`config.mk`:
```
export PLATFORM = sky130hd
export DESIGN_NAME = yab_mix
export DESIGN_NICKNAME = d
export VERILOG_FILES = /design/src/hw/rtl/yab_pkg.sv /design/src/hw/rtl/yab_mix.sv
export SDC_FILE = /design/constraint.sdc
export NUM_CORES = 1
export LEC_CHECK = 0
export ABC_AREA = 1
export BUFFER_PORTS_ARGS = -buffer_cell sky130_fd_sc_hd__buf_2
export CELL_PAD_IN_SITES_DETAIL_PLACEMENT = 1
export CELL_PAD_IN_SITES_GLOBAL_PLACEMENT = 1
export CORE_MARGIN = 8
export CORE_UTILIZATION = 27
export DETAILED_ROUTE_END_ITERATION = 16
export GPL_TIMING_DRIVEN = 0
export PLACE_DENSITY_LB_ADDON = 0.1
export SLEW_MARGIN = 0
export SYNTH_ARGS = -nofsm -noshare
export SYNTH_HDL_FRONTEND = slang
export SYNTH_SLANG_ARGS = --single-unit
```
`constraint.sdc`:
```
create_clock -name vclk -period 18.22
set_input_delay 1.822 -clock vclk [all_inputs]
set_output_delay 1.822 -clock vclk [all_outputs]
set_load 0.005 [all_outputs]
```
`src/hw/rtl/yab_pkg.sv`:
```
`timescale 1ns / 1ps
// ----------------------------------------------------------------------------
// yab_pkg
// Shared types, constants and colour conversion helpers for the blend group.
// ----------------------------------------------------------------------------
package yab_pkg;

    localparam int PIXELS      = 8;
    localparam int ALPHA_W     = 8;
    localparam int CFG_IDX_W   = 1;
    localparam int CFG_DATA_W  = 8;
    localparam logic [CFG_IDX_W-1:0] REG_ALPHA      = 1'b0;
    localparam logic [CFG_IDX_W-1:0] REG_BLEND_MODE = 1'b1;
    localparam logic [ALPHA_W-1:0]   ALPHA_RESET    = 8'd1;

    typedef logic [7:0] byte_t;

    typedef struct packed {
        byte_t r;
        byte_t g;
        byte_t b;
    } rgb_t;

    typedef struct packed {
        logic [ALPHA_W-1:0] alpha;
        logic               blend_mode;
    } cfg_t;

    function automatic byte_t clamp16(input logic signed [15:0] x);
        byte_t res;
        if (x < 0)
            res = 8'd0;
        else if (x > 16'sd255)
            res = 8'd255;
        else
            res = x[7:0];
        return res;
    endfunction

    // YUV -> RGB, BT.601 integer terms with green v weight 47
    function automatic rgb_t yuv2rgb(input byte_t yy, input byte_t uu, input byte_t vv);
        logic signed [19:0] y;
        logic signed [19:0] u;
        logic signed [19:0] v;
        logic signed [19:0] tr;
        logic signed [19:0] tg;
        logic signed [19:0] tb;
        rgb_t c;
        y  = {12'd0, yy};
        u  = {12'd0, uu};
        v  = {12'd0, vv};
        tr = 20'(((42 * y + 153 * v - 20'sd24224) >>> 8) + y + v - 20'sd128);
        tg = 20'(((42 * y - 100 * u + 47 * v + 20'sd2016) >>> 8) + y + 20'sd128 - v);
        tb = 20'(((42 * y + 4 * u - 20'sd5152) >>> 8) + y + 2 * u - 20'sd256);
        c.r = clamp16(tr[15:0]);
        c.g = clamp16(tg[15:0]);
        c.b = clamp16(tb[15:0]);
        return c;
    endfunction

    function automatic byte_t rgb2y(input rgb_t c);
        logic signed [19:0] t;
        t = 20'(((66 * $signed({12'd0, c.r}) + 129 * $signed({12'd0, c.g})
            + 25 * $signed({12'd0, c.b}) - 20'sd24576) >>> 8) + 20'sd112);
        return clamp16(t[15:0]);
    endfunction

    function automatic byte_t rgb2u(input rgb_t c);
        logic signed [19:0] t;
        t = 20'(((112 * $signed({12'd0, c.b}) - 38 * $signed({12'd0, c.r})
            - 74 * $signed({12'd0, c.g}) + 20'sd128) >>> 8) + 20'sd128);
        return clamp16(t[15:0]);
    endfunction

    function automatic byte_t rgb2v(input rgb_t c);
        logic signed [19:0] t;
        t = 20'(((112 * $signed({12'd0, c.r}) - 94 * $signed({12'd0, c.g})
            - 18 * $signed({12'd0, c.b}) + 20'sd128) >>> 8) + 20'sd128);
        return clamp16(t[15:0]);
    endfunction

endpackage

```
`src/hw/rtl/yab_mix.sv`:
```
`timescale 1ns / 1ps
// ----------------------------------------------------------------------------
// yab_mix
// Alpha mix of one colour channel: fade or rounded blend.
// ----------------------------------------------------------------------------
module yab_mix
    import yab_pkg::*;
(
    input  logic [7:0] a,
    input  logic [7:0] b,
    input  cfg_t       cfg,
    output logic [7:0] m
);
    logic [8:0]  inv;
    logic [16:0] sum;

    assign inv = 9'd256 - {1'b0, cfg.alpha};

    always_comb
    begin
        if (cfg.blend_mode)
            sum = 17'({9'd0, cfg.alpha} * {9'd0, a}) + 17'({8'd0, inv} * {9'd0, b})
                + 17'd128;
        else
            sum = 17'({9'd0, cfg.alpha} * {9'd0, a});
    end

    assign m = sum[15:8];
endmodule

```
==> flow_summary.json, run 1 <==
{
  "synth_top_cell_by_area": "fa_1",
  "synth_top_area_frac": 0.343,
  "status": "finished clean",
  "routed_via_density": 4.27,
  "syn_nets": 963,
  "place_ws_ns": 6.73,
  "grt_pass1_vias": 4989,
  "area_growth_pct": 7.85,
  "post_drt_wl_per_cell_um": 13.5,
  "synth_seq_area_share": 0,
  "dr.pass1.iters": 4,
  "crit_fanout": 10,
  "fin_crit_ns": 11.44,
  "initial_core_util": 0.274,
  "drv_slew": 0,
  "crit_family": "adder cells",
  "die_area_um2": 24400,
  "rows": 51,
  "portBuffers": 17,
  "rsz0062_at_grt": "no",
  "drt_wl_total_um": 14300,
  "dieHeight_um": 156,
  "die_w_um": 156,
  "crit_path_max_incr_delay_ns": 0.54,
  "overflow": 0,
  "grt_antenna_before_repair": 0,
  "hold_viol": 0,
  "ant_nets": 0,
  "yosys_warnings": 0,
  "critPathBufInv": 7,
  "dp_hpwl_um": 12900,
  "setup_slack_ns": 6.78,
  "n_clock_buffer": 0,
  "cap_violations": 0,
  "ioPinCount": 33,
  "layout.cells.non_filler": 1053,
  "cp_data_arrival_time_ns": 9.62,
  "grt_pass1_wl_um": 24700,
  "synth_area_per_cell_um2": 6.89,
  "hold_buffers": 0,
  "hold_class": "primary input to output pin",
  "seq_area_um2": 0,
  "cp.required_ns": 16.40,
  "cts_setup_buffers": 0,
  "drive_above_1_share": 0.0558,
  "setup-violations-final": 0,
  "synth_cells": 771,
  "design.seq.count": 0,
  "nets": 982,
  "max_freq_ghz": 0.0874,
  "cpMaxStageDelayCell": "clkbuf_1",
  "num_antenna_cells": 0,
  "post_cts_resized": 0,
  "end_kind": "output pin",
  "ys_types": 35,
  "worst_setup_path_start_kind": "primary input",
  "synthesis.area_um2": 5310,
  "place_congestion": 0.815,
  "drtIter0Drc": 173,
  "num_vias": 4496,
  "numPlacedInstances": 1053,
  "grt_max_degree": 11,
  "gr-usage-all-layers": 0.124,
  "core_um2": 19400,
  "ys_top_cells_by_area": "fa_1 (34%), ha_1 (18%), inv_1 (16%), nand2_1 (15%), nor2_1 (2.8%)",
  "fin_setup_tns_ns": 0,
  "route.detailed.drc": 0,
  "worstMarginPinSlew_ns": 0.702,
  "fin_crit_sh": 0.628,
  "slew-limit-headroom": 0.532,
  "fin_util": 0.295,
  "cpMostUsedCell": "fa_1",
  "path_class": "primary input to output pin"
}
-- stage by stage --
stage                     cell area [um^2]  hold WS, ns
after CTS                             5730         4.03
after global routing                  5730         4.06
final                                 5730         4.03
after detailed placement              5730         4.03
after global placement                5730         4.03
after floorplan                       5310         3.72
-- layout by cell type (no fill, tap or decap), drive strengths merged, types with 4 or more instances in the layout --
cell type,count
ha,76
a21oi,20
inv,236
o21ai,14
xor2,6
nor2,45
nand3,15
buf,25
clkbuf,15
nand4,6
xnor2,4
nand2,216
or2,6
fa,91
-- routing by layer --
metal / GRT usage / up-vias / wire (um)
met4: 0 / 0 / 0
met3: 0.00469 / 0 / 368
met2: 0.217 / 41 / 6680
met1: 0.177 / 2208 / 7220
met5: 0 / - / 0
li1: - / 2247 / -
-- cells in the mapped netlist (all sizes together) --
cell / count
a21o: 2
buf: 8
nor2: 45
nand2: 216
nor4: 1
o21bai: 1
or2: 6
nand4: 6
nor3: 2
nand3b: 2
o22ai: 1
clkinv: 1
or3: 1
nand3: 15
xnor2: 4
xor2: 6
fa: 91
nor3b: 1
inv: 236
o21ai: 14
ha: 76
clkbuf: 15
a21oi: 20
o2111ai: 1
-- final cells by class --
type,instances,area [um^2]
Timing Repair Buffer,17,85.1
Fill cell,2506,13700
Buffer,23,105
Tap cell,265,332
Multi-Input combinational cell,511,4320
Inverter,237,890
-- kinds of logic (layout without fill, tap and decap cells) --
| logic type | count (synthesis) | count (layout) | synth area share |
|---|---|---|---|
| adders and majority gates | 167 | 167 | 0.522 |
| and+or+nand+nor | 295 | 295 | 0.230 |
| AOI/OAI and AO/OA | 39 | 39 | 0.0405 |
| xor gates and xnor gates | 10 | 10 | 0.0200 |
| buffers and inverters | 260 | 277 | 0.187 |
-- final timing paths --
kind                    from    to  cells past startpoint
worst max-delay path  cfg[6]  m[5]                     30
worst min-delay path  cfg[0]  m[2]                      3
Power of run 1 is left out: the tool's default activity adds up to more than one toggle a clock period on the data nets, which glitch-free logic cannot reach.
==> run 2, diff against run 1 <==
--- a/config.mk
+++ b/config.mk
@@ -5,7 +5,7 @@
 export SDC_FILE = /design/constraint.sdc
 export NUM_CORES = 1
 export LEC_CHECK = 0
-export ABC_AREA = 1
+export ABC_AREA = 0
 export BUFFER_PORTS_ARGS = -buffer_cell sky130_fd_sc_hd__buf_2
 export CELL_PAD_IN_SITES_DETAIL_PLACEMENT = 1
 export CELL_PAD_IN_SITES_GLOBAL_PLACEMENT = 1
==> constraint.sdc (replaced) <==
create_clock -name vclk -period 11.2
set_input_delay 1.12 -clock vclk [all_inputs]
set_output_delay 1.12 -clock vclk [all_outputs]
set_load 0.005 [all_outputs]
==> flow_summary.json, run 2 <==
{
  "hold_viol": 0,
  "nets": 776,
  "drv_slew": 0,
  "post_drt_wl_per_cell_um": 15.0,
  "synth_seq_area_share": 0,
  "hold_buffers": 0,
  "core_um2": 17900,
  "path_class": "primary input to output pin",
  "synth_compound_area_frac": 0.0606,
  "area_growth_pct": 8.51,
  "gr-usage-all-layers": 0.113,
  "wl_met2_um": 6200,
  "yosys_warnings": 0,
  "cts_setup_buffers": 0,
  "crit_fanout": 10,
  "place_ws_ns": 0.712,
  "route.detailed.drc": 0,
  "num-fill-cells": 2124,
  "ioPinCount": 33,
  "ys_top_cells_by_area": "fa_1 (37%), ha_1 (19%), and2_1 (11%), inv_1 (9.7%), nand2_1 (4.1%)",
  "overflow": 0,
  "setup_slack_ns": 0.849,
  "initial_core_util": 0.273,
  "numPlacedInstances": 811,
  "status": "finished clean",
  "worstMarginPinSlew_ns": 0.834,
  "cp_data_arrival_time_ns": 9.23,
  "grt_antenna_before_repair": 0,
  "rows": 49,
  "final_cell_mix": "inv_1 (127), fa_1 (91), and2_1 (84), ha_1 (76), nand2_1 (54)",
  "setup-violations-final": 0,
  "dp_hpwl_um": 10900,
  "synth_xor_area_frac": 0.0562,
  "synth_top_family_by_area": "adder cells",
  "fin_crit_ns": 10.35,
  "fin_setup_tns_ns": 0,
  "rsz0062_at_grt": "no",
  "end_kind": "output pin",
  "synth_area_per_cell_um2": 8.81,
  "drive_above_1_share": 0.0756,
  "place_congestion": 0.763,
  "wl_met3_um": 262,
  "wl_met1_um": 5730,
  "routed_via_density": 4.55,
  "die_w_um": 151,
  "hold-path-cell-count": 3,
  "n_clock_buffer": 0,
  "layout.cells.non_filler": 811,
  "worst_setup_path_start_kind": "primary input",
  "hold-worst-slack_ns": 2.67,
  "synth_top_area_frac": 0.372,
  "yosys.area_share.simple": 0.195,
  "post_cts_resized": 0,
  "synth_cells": 556,
  "final_common_cell": "inv_1",
  "cp.required_ns": 10.08,
  "grt_max_degree": 11,
  "syn_nets": 748,
  "seq_area_um2": 0,
  "design.seq.count": 0,
  "synthesis.area_um2": 4900,
  "portBuffers": 26,
  "synth_top_cell_by_area": "fa_1",
  "synth_mux_area_frac": 0.0135,
  "num_vias": 3686,
  "min_to": "m[5]",
  "cpMostUsedCell": "fa_1",
  "worstHoldStart": "cfg[0]",
  "grt_pass1_wl_um": 20800,
  "hold_class": "primary input to output pin",
  "dieHeight_um": 151,
  "synth_common_cells": "inv_1 (127), fa_1 (91), and2_1 (84)",
  "drtIter0Drc": 34,
  "ys_types": 42,
  "die_area_um2": 22700,
  "dr.pass1.iters": 4,
  "ant_nets": 0,
  "fin_crit_sh": 0.924,
  "top_layer_used": "met3",
  "slew-limit-headroom": 0.440,
  "synth_most_common_cell": "inv_1",
  "cpMaxStageDelayCell": "fa_1",
  "max_freq_ghz": 0.0966,
  "num_antenna_cells": 0,
  "yosys.area_share.adder": 0.566,
  "cap_violations": 0,
  "startpoint": "cfg[5]",
  "grt_pass1_vias": 4080,
  "crit_path_max_incr_delay_ns": 0.56,
  "drt_wl_total_um": 12200
}
[run 2: cell count changes in the layout (fill, tap and decap cells not counted), sizes merged, moves of 4 or more]
cell   before  now
nand2     216   55
mux2        0    5
a21oi      20   10
nand3      15    0
o21a        0    6
nor2       45    5
xnor2       4   17
and2        0   84
inv       236  127
o21ai      14    8
nand4       6    0
xor2        6   11
a21o        2    6
[run 2: worst max-delay path by stage]
stage                      end  slack (ns)  cells after the start
after floorplan           m[6]        1.96                     28
after global placement    m[7]        0.88                     28
after detailed placement  m[6]        0.71                     30
after CTS                 m[6]        0.68                     30
after global routing      m[6]        0.44                     30
final                     m[6]        0.85                     30
[run 2: critical path: cells and delay by family]
| family | cells | cell delay, ns |
|---|---|---|
| AO/OA/AOI/OAI | 5 | 0.97 |
| AND/OR/NAND/NOR | 3 | 0.85 |
| buffers and inverters | 8 | 0.99 |
| XOR/XNOR | 2 | 0.42 |
| adder cells (fa/ha/maj) | 11 | 4.62 |
| multiplexers | 1 | 0.26 |
[run 2: final cells by class]
class | count | area, um^2 | area share
plain buffers | 14 | 55.1 | 0.0104
inverters | 127 | 477 | 0.0897
multi-input cells | 415 | 4360 | 0.821
well taps | 229 | 287 | 0.0539
repair buffers | 26 | 130 | 0.0245
[run 2: per-stage QoR]
stage / utilization / area [um^2]
final: 0.297 / 5310
after global routing: 0.297 / 5310
after floorplan: - / 4900
after detailed placement: 0.297 / 5310
after CTS: 0.297 / 5310
after global placement: 0.297 / 5310
[run 2: cells by family after synthesis]
group | Yosys count
compound gates | 42
xor+xnor | 29
fa+ha+maj | 167
buf+inv | 141
mux | 6
simple gates | 171
[run 2: routing by layer]
metal	up-vias	global-route usage
met5	-	0
met4	0	0.000495
met3	0	0.00150
met2	36	0.202
met1	1903	0.157
li1	1747	-
Power of run 2 is left out for the same reason.
